===== src/sv/polynomial_mutation_unit_defines.svh =====
// Assertion macros shared by the polynomial mutation unit.
`ifndef POLYNOMIAL_MUTATION_UNIT_DEFINES_SVH
`define POLYNOMIAL_MUTATION_UNIT_DEFINES_SVH
`ifndef ASSERT_OFF
`define PMU_ASSERT_IMP(lbl, ante, cons, msg) \
  lbl: assert property (@(posedge clk) disable iff (!rst_n) (ante) |-> (cons)) \
    else $error(msg);
`define PMU_ASSERT_NXT(lbl, ante, cons, msg) \
  lbl: assert property (@(posedge clk) disable iff (!rst_n) (ante) |=> (cons)) \
    else $error(msg);
`else
`define PMU_ASSERT_IMP(lbl, ante, cons, msg)
`define PMU_ASSERT_NXT(lbl, ante, cons, msg)
`endif
`endif


===== src/sv/pmu_pkg.sv =====
// Types, constants and codes shared by the polynomial mutation unit.
package pmu_pkg;

  localparam int FRAC_BITS_DEF   = 16;
  localparam int RANDOM_BITS_DEF = 16;
  localparam int Q_BITS          = 30;
  localparam int DIV_W           = 61;
  localparam int DVS_W           = 34;

  localparam logic [31:0] ONE_Q = 32'h4000_0000;
  localparam logic [31:0] TWO_Q = 32'h8000_0000;
  localparam logic [31:0] CAP_Q = 32'hC000_0000;

  typedef struct packed {
    logic signed [31:0] current_value;
    logic signed [31:0] lower_bound;
    logic signed [31:0] upper_bound;
    logic [15:0]        random_gate;
    logic [15:0]        random_shape;
    logic               last_variable;
  } in_item_t;

  typedef struct packed {
    logic signed [31:0] new_value;
    logic               was_mutated;
    logic               individual_changed;
    logic [31:0]        total_mutations;
  } out_item_t;

  typedef struct packed {
    logic [16:0] prob;
    logic [7:0]  dist_index;
    logic        bounded;
  } cfg_regs_t;

  typedef enum logic [1:0] {
    CFG_PROB    = 2'd0,
    CFG_INDEX   = 2'd1,
    CFG_BOUNDED = 2'd2
  } cfg_idx_t;

  typedef enum logic [4:0] {
    OP_NONE,
    OP_LOAD,
    OP_ZERO_G,
    OP_DIV_G1,
    OP_DIV_G2,
    OP_DIV_INV,
    OP_DIV_STEP,
    OP_POW_INIT_R,
    OP_POW_INIT_T,
    OP_POW_MUL,
    OP_POW_SQ,
    OP_SAVE_G1,
    OP_SAVE_G2,
    OP_SIDE,
    OP_B1,
    OP_B2,
    OP_ROOT_TEST,
    OP_DELTA,
    OP_BOUND,
    OP_UMUL_LO,
    OP_UMUL_HI,
    OP_USAT,
    OP_FINISH
  } dp_op_t;

  typedef enum logic [1:0] {
    RET_G1,
    RET_G2,
    RET_ROOT,
    RET_INV
  } ret_t;

  typedef enum logic [4:0] {
    ST_IDLE,
    ST_CHECK,
    ST_ZERO_G,
    ST_DIV_G1,
    ST_DIV_G2,
    ST_DIV_RUN,
    ST_POW_INIT,
    ST_POW_MUL,
    ST_POW_SQ,
    ST_SAVE_G1,
    ST_SAVE_G2,
    ST_SIDE,
    ST_B1,
    ST_B2,
    ST_ROOT_INIT,
    ST_ROOT_TEST,
    ST_INV,
    ST_DELTA,
    ST_BOUND,
    ST_UMUL_LO,
    ST_UMUL_HI,
    ST_USAT,
    ST_DONE
  } state_t;

  typedef struct packed {
    logic mutated;
    logic exp_bit;
    logic exp_done;
    logic div_last;
    logic bit_zero;
    logic c_zero;
  } dp_status_t;

endpackage


===== src/sv/pmu_ctrl.sv =====
// Controller state machine that sequences the datapath operations for one item.
module pmu_ctrl (
  input  logic                clk,
  input  logic                rst_n,
  input  logic                in_valid,
  output logic                in_stall,
  output logic                out_valid,
  input  logic                out_stall,
  input  logic                bounded,
  input  pmu_pkg::dp_status_t status,
  output pmu_pkg::dp_op_t     op
);
  import pmu_pkg::*;

  state_t state_r, state_nxt;
  ret_t   ret_r, ret_nxt;
  logic   out_valid_r, out_valid_nxt;
  logic   out_free;

  assign out_free = !out_valid_r || !out_stall;

  always_comb begin
    state_nxt = state_r;
    ret_nxt   = ret_r;
    case (state_r)
      ST_IDLE:      if (in_valid) state_nxt = ST_CHECK;
      ST_CHECK: begin
        if (!status.mutated) state_nxt = ST_DONE;
        else if (bounded)    state_nxt = ST_DIV_G1;
        else                 state_nxt = ST_ZERO_G;
      end
      ST_ZERO_G:    state_nxt = ST_SIDE;
      ST_DIV_G1: begin
        ret_nxt   = RET_G1;
        state_nxt = ST_DIV_RUN;
      end
      ST_DIV_G2: begin
        ret_nxt   = RET_G2;
        state_nxt = ST_DIV_RUN;
      end
      ST_DIV_RUN: begin
        if (status.div_last) state_nxt = (ret_r == RET_INV) ? ST_DELTA : ST_POW_INIT;
      end
      ST_POW_INIT:  state_nxt = ST_POW_MUL;
      ST_POW_MUL:   state_nxt = ST_POW_SQ;
      ST_POW_SQ: begin
        if (!status.exp_done)    state_nxt = ST_POW_MUL;
        else if (ret_r == RET_G1) state_nxt = ST_SAVE_G1;
        else if (ret_r == RET_G2) state_nxt = ST_SAVE_G2;
        else                     state_nxt = ST_ROOT_TEST;
      end
      ST_SAVE_G1:   state_nxt = ST_DIV_G2;
      ST_SAVE_G2:   state_nxt = ST_SIDE;
      ST_SIDE:      state_nxt = ST_B1;
      ST_B1:        state_nxt = ST_B2;
      ST_B2:        state_nxt = ST_ROOT_INIT;
      ST_ROOT_INIT: begin
        ret_nxt   = RET_ROOT;
        state_nxt = ST_POW_MUL;
      end
      ST_ROOT_TEST: state_nxt = status.bit_zero ? ST_INV : ST_ROOT_INIT;
      ST_INV: begin
        ret_nxt   = RET_INV;
        state_nxt = status.c_zero ? ST_DELTA : ST_DIV_RUN;
      end
      ST_DELTA:     state_nxt = bounded ? ST_BOUND : ST_UMUL_LO;
      ST_BOUND:     state_nxt = ST_DONE;
      ST_UMUL_LO:   state_nxt = ST_UMUL_HI;
      ST_UMUL_HI:   state_nxt = ST_USAT;
      ST_USAT:      state_nxt = ST_DONE;
      ST_DONE:      if (out_free) state_nxt = ST_IDLE;
      default:      state_nxt = ST_IDLE;
    endcase
  end

  always_comb begin
    op       = OP_NONE;
    in_stall = (state_r != ST_IDLE);
    case (state_r)
      ST_IDLE:      if (in_valid) op = OP_LOAD;
      ST_ZERO_G:    op = OP_ZERO_G;
      ST_DIV_G1:    op = OP_DIV_G1;
      ST_DIV_G2:    op = OP_DIV_G2;
      ST_DIV_RUN:   op = OP_DIV_STEP;
      ST_POW_INIT:  op = OP_POW_INIT_R;
      ST_POW_MUL:   op = status.exp_bit ? OP_POW_MUL : OP_NONE;
      ST_POW_SQ:    op = status.exp_done ? OP_NONE : OP_POW_SQ;
      ST_SAVE_G1:   op = OP_SAVE_G1;
      ST_SAVE_G2:   op = OP_SAVE_G2;
      ST_SIDE:      op = OP_SIDE;
      ST_B1:        op = OP_B1;
      ST_B2:        op = OP_B2;
      ST_ROOT_INIT: op = OP_POW_INIT_T;
      ST_ROOT_TEST: op = OP_ROOT_TEST;
      ST_INV:       op = status.c_zero ? OP_NONE : OP_DIV_INV;
      ST_DELTA:     op = OP_DELTA;
      ST_BOUND:     op = OP_BOUND;
      ST_UMUL_LO:   op = OP_UMUL_LO;
      ST_UMUL_HI:   op = OP_UMUL_HI;
      ST_USAT:      op = OP_USAT;
      ST_DONE:      if (out_free) op = OP_FINISH;
      default:      op = OP_NONE;
    endcase
  end

  assign out_valid_nxt = (out_valid_r && out_stall) || (state_r == ST_DONE && out_free);

  always_ff @(posedge clk) begin
    if (!rst_n) begin
      state_r     <= ST_IDLE;
      ret_r       <= RET_G1;
      out_valid_r <= 1'b0;
    end else begin
      state_r     <= state_nxt;
      ret_r       <= ret_nxt;
      out_valid_r <= out_valid_nxt;
    end
  end

  assign out_valid = out_valid_r;

endmodule


===== config.mk =====
export PLATFORM = sky130hd
export DESIGN_NAME = pmu_ctrl
export DESIGN_NICKNAME = d
export VERILOG_FILES = /design/src/sv/polynomial_mutation_unit_defines.svh /design/src/sv/pmu_pkg.sv /design/src/sv/pmu_ctrl.sv
export SDC_FILE = /design/constraint.sdc
export NUM_CORES = 1
export LEC_CHECK = 0
export ABC_AREA = 0
export BUFFER_PORTS_ARGS = -buffer_cell sky130_fd_sc_hd__buf_2
export CORE_ASPECT_RATIO = 0.5
export CORE_MARGIN = 5
export CORE_UTILIZATION = 25
export DETAILED_ROUTE_END_ITERATION = 10
export GPL_TIMING_DRIVEN = 0
export REMOVE_ABC_BUFFERS = 1
export SYNTH_ARGS = -nofsm -noshare
export SYNTH_HDL_FRONTEND = slang
export SYNTH_SLANG_ARGS = --single-unit

===== constraint.sdc =====
create_clock -name clk -period 1.8 [get_ports clk]
set_input_delay 0.36 -clock clk [delete_from_list [all_inputs] [get_ports clk]]
set_output_delay 0.36 -clock clk [all_outputs]
set_load 0.02 [all_outputs]

==> results.md, run 1 <==
* Die Width at 99.4 um
* Worst-case clock buffer depth at 2
* Setup TNS at -0.0598 ns
* Cell Pwr Density at 1630 nW/um^2
* Ys Warns at 0
* Final Core Density at 39.9%
* Outcome: finished with violations
* Pre-CTS setup slack at -0.500 ns
* FF+latch count, synth at 8
* Final Critical Period at 1.84 ns
* Vias in the first global route at 1,241
* RSZ-0062 raised after global routing: true
* Commonest cells after routing, fill and taps aside: buf_4, nand2_1, buf_2
* Ys flop type: dfxtp_1
* Synth cell types at 49
* Port Buffers at 17
* Synth area leaders: dfxtp_1, nand2_1, a21oi_1
* Starting density of the core at 25.7%
* GRT Util Overall at 13.7%
* Initial DRC Count at 263
* Nets@finish at 199
* Antenna Cells at 0
* Fillers at 372
* Setup violations, final at 3
* CTS Buf Count at 3
* FF+latch area at 179 sq um
* Critical-path top delay cell: dfxtp_4
* CP peak stage delay at 0.36 ns
* Hold crit path type: in2reg
* Area Growth Syn to Fin at 55.4%
* Critical Path End Type: output pin
* Tot Pwr at 2520 uW
* Post-DP HPWL at 1940 um
* Worst VDD drop at 0.000363 V
* Final hold violation count at 0
* Reg2Reg Depth at 6
* Clk slew on worst S/H paths at 0.04 ns
* Fmax at 0.545 GHz
* R2R Path End: state_r[1]
* CTS root buf: clkbuf_8
* Row count at 16
* EDFF count, synth at 0
* CTS sink cnt at 8
* Total gr overflow at 0
* Total Wirelength at 4280 um
* Asr flop ratio synth at 0%
* Die area at 5430 sq um
* Hold-critical path endpoint: state_r[3]
* Worst Hold Path Cells at 2
* Arrival @ worst endpoint at 1.48 ns
* Reg2reg setup slack at -0.01 ns
* Min-delay src: rst_n
* Post-route DRC at 0
* WS Path Type: reg2out
* Setup ws final at -0.0357 ns
* Crit-path cells: buf_6, buf_8, o311ai_2, o21ai_1, o22ai_1, buf_4
* Worst-margin pin slew at 0.546 ns
* Pre-antenna DRT Iters at 5
* Slew headroom at 63.1%
* H-tree depth at 1
* Reg-to-reg startpoint: state_r[1]
* DR vias at 1,404
* Most common cell after layout, fill and taps aside: buf_4
* CTS tree: yes
* Core area at 3880 sq um
* Max-slew violation count at 0
* Crit-path max FO at 9
* Final Cycle Share at 102%
* Wire length per cell at 17.8 um
* Worst-skew pair later-pin latency at 0.22 ns
* Global-route wire length before repair at 5870 um
* Hold WS at 0.463 ns
* Layout cell share with drive strength beyond 1 at 46.8%
* Die H at 54.7 um
* Max-cap violations at 0
* Static Leak at 0.000610 uW
* Gp weighted congestion at 0.937
* Area of the multi-input gates at 873 sq um
* Failing checks: negative setup slack
* Worst Skew at 0.00182 ns
* Post-Syn Area per Cell at 6.66 sq um
* Largest net degree at the start of global routing at 17
* Synth area leader: dfxtp_1
* Startpoint types: register
* Mapped Cells at 150
* Synth top area share at 16.0%
* Register area share after synthesis at 16.0%
* # IOs at 18
* Mapped Area at 998 sq um
* Initial antenna violation count at 0
* Critical Path RT at 1.44 ns
* Antenna Nets Post-Route at 0
* Number of vias per cell at 5.85
==> critical path, delay by kind of cell (launching register included) <==
kind / cells / cell delay [ns]
buf+inv: 3 / 0.43
flops: 1 / 0.36
compound gates: 3 / 0.46
==> final cells by class <==
class | instances | share of cell area [%]
Multi-Input combinational cell | 124 | 56.3
Timing Repair Buffer | 47 | 24.0
Sequential cell | 8 | 11.5
Tap cell | 54 | 4.35
Clock buffer | 3 | 2.66
Inverter | 4 | 1.21
==> synth_stat cells, types with 2 or more instances <==
cell type / instances
a21oi_1: 13
nor2_2: 2
and2_1: 3
o311ai_0: 2
o21a_1: 2
a2bb2oi_1: 2
o21ai_1: 2
nor2_1: 11
inv_1: 4
o21ai_0: 13
a31oi_1: 2
o31ai_1: 2
nand3_1: 6
nand2_1: 20
a2111oi_0: 2
o31a_1: 2
a21boi_0: 3
buf_4: 3
nand2b_1: 2
nor2b_1: 4
dfxtp_1: 8
nor3_1: 4
nor3b_1: 2
a211oi_1: 3
buf_2: 9
==> layer usage <==
metal  track usage (%)  vias to the layer above  share of wire (%)
li1                  -                      623                  -
met1              16.9                      629                 39
met2              22.4                      124                 45
met3              2.29                       28                 11
met4              9.98                        0                4.3
met5                 0                        -                  0
==> worst max-delay path by stage <==
stage,start,endpoint,slack (ns),cells past startpoint
final,state_r[1],op[0],-0.04,6
after global routing,state_r[2],op[0],-0.19,7
after CTS,state_r[2],op[0],-0.04,7
after detailed placement,state_r[3],op[1],-0.50,4
after global placement,state_r[3],op[1],-0.51,4
after floorplan,state_r[2],op[3],-0.66,3
==> per-stage QoR <==
stage                     cell area (sq um)  instances
final                                  1550        240
after global routing                   1550        240
after detailed placement               1070        207
after floorplan                         916        136
after global placement                 1070        207
after CTS                              1370        230
==> flip-flops by register name, summed over array words and instances (netlist names) <==
signal     cells
state_r        5
out_valid      1
ret_r          2
==> repair_timing <==
action                                  4_1_cts  5_1_grt
hold buffers                                  0        0
resized for setup                            37       33
buffers inserted                             20       11
endpoints found under the setup margin       10        7
pin swaps                                     6       17
gates cloned                                  0        0
==> report_power, final <==
part           switching [uW]  internal [uW]  leakage, uW
Clock                    62.6            144    0.0000216
Combinational             989            934     0.000520
Sequential                146            248    0.0000688
Total                    1200           1330     0.000610
==> logic make-up after synthesis <==
logic type      synth area share, %
simple gates                   33.6
compound gates                 39.7
xor+xnor                      0.877
buf+inv                        9.77
flops                          16.0
Note: power is estimated with default switching activity, not from simulation.
==> run 2: changes to the inputs <==
--- a/config.mk
+++ b/config.mk
@@ -13,6 +13,7 @@
 export DETAILED_ROUTE_END_ITERATION = 10
 export GPL_TIMING_DRIVEN = 0
 export REMOVE_ABC_BUFFERS = 1
+export SETUP_SLACK_MARGIN = 0.5
 export SYNTH_ARGS = -nofsm -noshare
 export SYNTH_HDL_FRONTEND = slang
 export SYNTH_SLANG_ARGS = --single-unit
==> run 2 against run 1 <==
The run still ends with negative setup slack left. Fmax down 5.6%. Critical path depth is 1 higher. Utilization grew 5.9 points. Count of clock-buffer cells in the layout stayed put. Critical path type unchanged. Combinational power rose by 23%. Highest routed layer unchanged. Critical endpoint is now op[1]. Non-clock buffer count increased by 9. Total power up 17%. Sequential share of layout area decreased by 1.5 points. Routed wire length up 16%. Global-route usage rose by 1.0 points. Cell count grew 3.8%.
==> results.md, run 2 (synthesis results as in run 1) <==
* Outcome: finished with violations
* Wire length per cell at 19.9 um (+12%)
* Setup violations, final at 6 (+3)
* Die area at 5430 sq um (unchanged)
* CTS Hold Bufs at 0 (unchanged)
* Worst-margin pin slew at 0.554 ns (+0.00849 ns)
* Fillers at 330 (-11%)
* Total Wirelength at 4960 um (+16%)
* Reg2Reg Depth at 6 (unchanged)
* Final Critical Period at 1.94 ns (+0.109 ns)
* CTS Buf Count at 3 (unchanged)
* Number of non-filler instances in the completed layout at 249 (+3.8%)
* Initial antenna violation count at 0 (unchanged)
* Tot Pwr at 2950 uW (+17%)
* Worst Hold Path Cells at 2 (unchanged)
* Slew headroom at 62.5% (-0.57 points)
* Gp weighted congestion at 0.937 (unchanged)
* Critical Path RT at 1.44 ns (about the same)
* Worst-case clock buffer depth at 2 (unchanged)
* Antenna Nets Post-Route at 0 (unchanged)
* Vias in the first global route at 1,267 (+2.1%)
* Final Core Density at 45.8% (+5.9 points)
* Max-slew violation count at 0 (unchanged)
* Commonest cells after routing, fill and taps aside: buf_4, nand2_1, buf_6
* Met2 Usage GRT at 24.6% (+2.1 points)
* Hold crit path type: in2reg
* Failing checks: negative setup slack
* Startpoint types: register
* CTS sink cnt at 8 (unchanged)
* CTS root buf: clkbuf_8
* RSZ-0062 raised after global routing: true
* Grt met1 use at 17.8% (+0.98 points)
* Reg2reg setup slack at -0.03 ns (-0.02 ns)
* Pre-CTS setup slack at -0.500 ns (unchanged)
* Critical Path End Type: output pin
* Arrival @ worst endpoint at 1.58 ns (+0.10 ns)
* Max reg flops at 5 (unchanged)
* DR vias at 1,517 (+8.0%)
* Static Leak at 0.000700 uW (+15%)
* Max-cap violations at 0 (unchanged)
* Largest net degree at the start of global routing at 17 (unchanged)
* Fmax at 0.514 GHz (-5.6%)
* Pre-antenna DRT Iters at 5 (unchanged)
* Core area at 3880 sq um (unchanged)
* Hold WS at 0.450 ns (-0.0133 ns)
* GR Layer Usage met3 at 2.04% (-0.25 points)
* Largest register by flop count: state_r
* Row count at 16 (unchanged)
* Crit-path max FO at 5 (-4)
* Total gr overflow at 0 (unchanged)
* Worst-skew pair later-pin latency at 0.23 ns (about the same)
* Post-DP HPWL at 1940 um (unchanged)
* Setup ws final at -0.145 ns (-0.109 ns)
* Final hold violation count at 0 (unchanged)
* Global-route wire length before repair at 6220 um (+6.0%)
* WS Path Type: reg2out
* Worst Skew at 0.00492 ns (+0.00310 ns)
* Final Cycle Share at 108% (+6.1 points)
* Most common cell after layout, fill and taps aside: buf_4
* Area Growth Syn to Fin at 78.3%
* GRT Util Overall at 14.8% (+1.0 points)
* Die Width at 99.4 um (unchanged)
* Cells after DPL at 207 (unchanged)
* Antenna Cells at 0 (unchanged)
* Cell Pwr Density at 1660 nW/um^2 (+1.8%)
* Starting density of the core at 25.7% (unchanged)
* Grt peak-use layer: met2
* CTS tree: yes
* Post-route DRC at 0 (unchanged)
* Port Buffers at 17 (unchanged)
* Clk slew on worst S/H paths at 0.04 ns (about the same)
* Layout cell share with drive strength beyond 1 at 54.4% (+7.6 points)
* Nets@finish at 208 (+4.5%)
* Die H at 54.7 um (unchanged)
* H-tree depth at 1 (unchanged)
* # IOs at 18 (unchanged)
* Initial DRC Count at 262 (-0.38%)
* Worst VDD drop at 0.000416 V (+15%)
* Number of vias per cell at 6.09 (+4.1%)
run 2: critical path, stage by stage (launching register included):
cell and delay [ns]:
dfxtp_4 0.36, buf_6 0.13, buf_4 0.15, and2b_4 0.19
nand2_2 0.10, a21oi_2 0.06, or2_4 0.22, buf_6 0.13
run 2: per-layer routing:
layer	part of all wire, %	vias up
met1	39	705
met2	46	139
met4	4.1	0
met5	0	-
met3	11	35
li1	-	638
run 2: layout make-up:
type | instances | area (sq um) | share of cell area, %
flip-flops and latches | 8 | 179 | 10.0
multi-input cells | 124 | 940 | 52.8
inverters | 4 | 22.5 | 1.26
well taps | 54 | 67.6 | 3.79
clock buffers | 3 | 41.3 | 2.32
repair buffers | 56 | 531 | 29.8
run 2: path summary, 6_finish.rpt:
kind	start	endpoint
max	state_r[2]	op[1]
min	rst_n	state_r[3]
max reg2reg	state_r[1]	state_r[1]
min reg2reg	ret_r[0]	ret_r[0]
run 2: through the flow:
step | area (sq um) | TNS, ns
after floorplan | 916 | -1.07
after global placement | 1070 | -2.73
after detailed placement | 1070 | -2.75
after CTS | 1470 | -0.0740
after global routing | 1780 | -0.655
final | 1780 | -0.351
run 2: repair_timing:
item | 4_1_cts | 5_1_grt
resized for setup | 53 | 44
buffers inserted | 21 | 17
pin swaps | 16 | 15
gates cloned | 1 | 0
endpoints found under the setup margin | 14 | 13
run 2: where the power goes:
part	switching [uW]	total, uW	internal [uW]
registers	132	379	248
logic	1160	2360	1200
clock network	66.3	211	144
total	1360	2950	1590
==> run 3: changes to the inputs <==
--- a/config.mk
+++ b/config.mk
@@ -12,6 +12,7 @@
 export CORE_UTILIZATION = 25
 export DETAILED_ROUTE_END_ITERATION = 10
 export GPL_TIMING_DRIVEN = 0
+export PLACE_DENSITY = 0.47
 export REMOVE_ABC_BUFFERS = 1
 export SETUP_SLACK_MARGIN = 0.5
 export SYNTH_ARGS = -nofsm -noshare
==> run 3 against run 2 <==
The run still ends with negative setup slack left. Via count is 9.1% lower. Flip-flop and latch count did not move. Cell count down 2.0%. Global-route usage shrank 0.98 points. Critical path type unchanged. Sequential power decreased by 1%.
==> results.md, run 3 (synthesis results as in run 1) <==
* Global-route wire length before repair at 5750 um (-7.5%)
* Die area at 5430 sq um (unchanged)
* Clock group share of total power at 8.5% (+1.3 points)
* Max-slew violation count at 0 (unchanged)
* Row count at 16 (unchanged)
* Antenna Nets Post-Route at 0 (unchanged)
* Crit-path cells: buf_6, and2_4, a21oi_2, o21ai_1, o21ai_1, o22ai_1, buf_4
* CTS tree: yes
* Arrival @ worst endpoint at 1.50 ns (-0.08 ns)
* Commonest cells after routing, fill and taps aside: buf_4, nand2_1, buf_2, buf_6, nor2_1
* Starting density of the core at 25.7% (unchanged)
* Gate power share at 76.6% (-3.4 points)
* Max-cap violations at 0 (unchanged)
* Wire length per cell at 16.9 um (-15%)
* CP peak stage delay at 0.39 ns (+0.03 ns)
* Crit-path most repeated cell: o21ai_1
* DR vias at 1,379 (-9.1%)
* Setup ws final at -0.0578 ns (+0.0870 ns)
* Nets@finish at 203 (-2.4%)
* Static Leak at 0.000638 uW (-8.9%)
* NetSw at 1170 uW (-14%)
* Worst-skew pair later-pin latency at 0.23 ns (about the same)
* GRT Util Overall at 13.8% (-0.98 points)
* Number of non-filler instances in the completed layout at 244 (-2.0%)
* Pre-CTS setup slack at -0.512 ns (-0.0122 ns)
* Cell Pwr Density at 1550 nW/um^2 (-6.3%)
* Gp weighted congestion at 0.787 (-16%)
* Antenna Cells at 0 (unchanged)
* WS Path Type: reg2out
* GR Layer Usage met3 at 2.80% (+0.76 points)
* Startpoint types: register
* CTS sink cnt at 8 (unchanged)
* Final hold violation count at 0 (unchanged)
* Number of vias per cell at 5.65 (-7.2%)
* Max reg flops at 5 (unchanged)
* Final Critical Period at 1.86 ns (-0.0870 ns)
* Largest net degree at the start of global routing at 17 (unchanged)
* Critical-path top delay cell: dfxtp_4
* Die H at 54.7 um (unchanged)
* Port Buffers at 17 (unchanged)
* Setup violations, final at 2 (-4)
* Total gr overflow at 0 (unchanged)
* Sequential share of power at 15.0% (+2.1 points)
* Die Width at 99.4 um (unchanged)
* Most common cell after layout, fill and taps aside: buf_4
* Largest register by flop count: state_r
* Slew headroom at 67.6% (+5.0 points)
* Post-route DRC at 0 (unchanged)
* CTS root buf: clkbuf_8
* Worst VDD drop at 0.000397 V (-4.7%)
* Crit path buffers/inverters at 2 (-1)
* Critical Path End Type: output pin
* Layout cell share with drive strength beyond 1 at 48.4% (-5.9 points)
* RSZ-0062 raised after global routing: true
* H-tree depth at 1 (unchanged)
* Clk slew on worst S/H paths at 0.04 ns (about the same)
* Fmax at 0.538 GHz (+4.7%)
* Vias in the first global route at 1,115 (-12%)
* Post-DP HPWL at 2120 um (+9.4%)
* Worst-case clock buffer depth at 2 (unchanged)
* Hold crit path type: in2reg
* Crit path max-delay family: compound AO/OA/AOI/OAI gates
* Int Power at 1330 uW (-17%)
* Initial DRC Count at 215 (-18%)
* Grt met1 use at 18.4% (+0.52 points)
* Final Cycle Share at 103% (-4.8 points)
* Outcome: finished with violations
* Core area at 3880 sq um (unchanged)
* Met2 Usage GRT at 23.0% (-1.6 points)
* Crit-path max FO at 6 (+1)
* Critical Path RT at 1.44 ns (about the same)
* Initial antenna violation count at 0 (unchanged)
* Worst-margin pin slew at 0.480 ns (-0.0739 ns)
* # IOs at 18 (unchanged)
* Total Wirelength at 4130 um (-17%)
* Area Growth Syn to Fin at 61.2%
* Switching portion of total power at 46.9% (+0.89 points)
* Worst Skew at 0.00696 ns (+0.00203 ns)
* Pre-antenna DRT Iters at 5 (unchanged)
* Cells after DPL at 207 (unchanged)
* CTS Buf Count at 3 (unchanged)
* Failing checks: negative setup slack
* Grt peak-use layer: met2
-- run 3: cell types whose count changed in the layout (fill, tap and decap cells not counted), sizes merged --
| cell | before | now |
|---|---|---|
| bufbuf | 1 | 0 |
| inv | 2 | 3 |
| clkinvlp | 2 | 1 |
| buf | 55 | 51 |
-- run 3: per-layer routing --
metal	vias up	part of all wire, %
li1	633	-
met1	650	44
met2	81	45
met3	15	8.3
met4	0	2.6
met5	-	0
-- run 3: power by group through the flow --
stage                     Combinational [uW]  Sequential, uW  Clock (uW)
after floorplan                          748             402           0
after global placement                   967             493           0
final                                   1910             374         211
after detailed placement                 965             483           0
after global routing                    2040             382         229
after CTS                               1270             420         216
-- run 3: cell type report --
cell class,instances,area [sq um]
Timing Repair Buffer,51,430
Clock buffer,3,41.3
Inverter,4,18.8
Multi-Input combinational cell,124,871
Tap cell,54,67.6
Fill cell,379,2270
Sequential cell,8,180
-- run 3: final timing paths --
kind / start / to / slack, ns / cells after the start
hold reg to reg: ret_r[0] / ret_r[0] / 0.57 / 2
setup / recovery: state_r[1] / op[0] / -0.06 / 7
setup reg to reg: state_r[1] / state_r[1] / 0.01 / 6
hold / removal: rst_n / state_r[3] / 0.44 / 2
-- run 3: worst reg2reg max path, cell delays in order (launching register included) --
cell and delay, ns:
dfxtp_4 0.37, buf_6 0.14, buf_6 0.11, nand2b_4 0.15
or4_4 0.53, and3_4 0.20, a22o_1 0.18
-- run 3: stage by stage --
step	setup TNS, ns	power (uW)	hold WS, ns	util (%)	instance area [sq um]
finish	-0.0742	2500	0.444	41.4	1610
global route	-0.333	2650	0.444	41.4	1610
CTS	-0.141	1900	0.434	33.3	1290
detailed placement	-2.85	1450	0.545	27.5	1070
global placement	-3.09	1460	0.561	27.5	1070
floorplan	-1.07	1150	0.478	-	916
-- run 3: repair_timing --
action	in CTS	in global routing
endpoints found under the setup margin	14	12
endpoints found under the hold margin	0	0
hold buffers	0	0
pin swaps	3	10
cloned	0	0
setup buffers	14	20
resized for setup	30	53
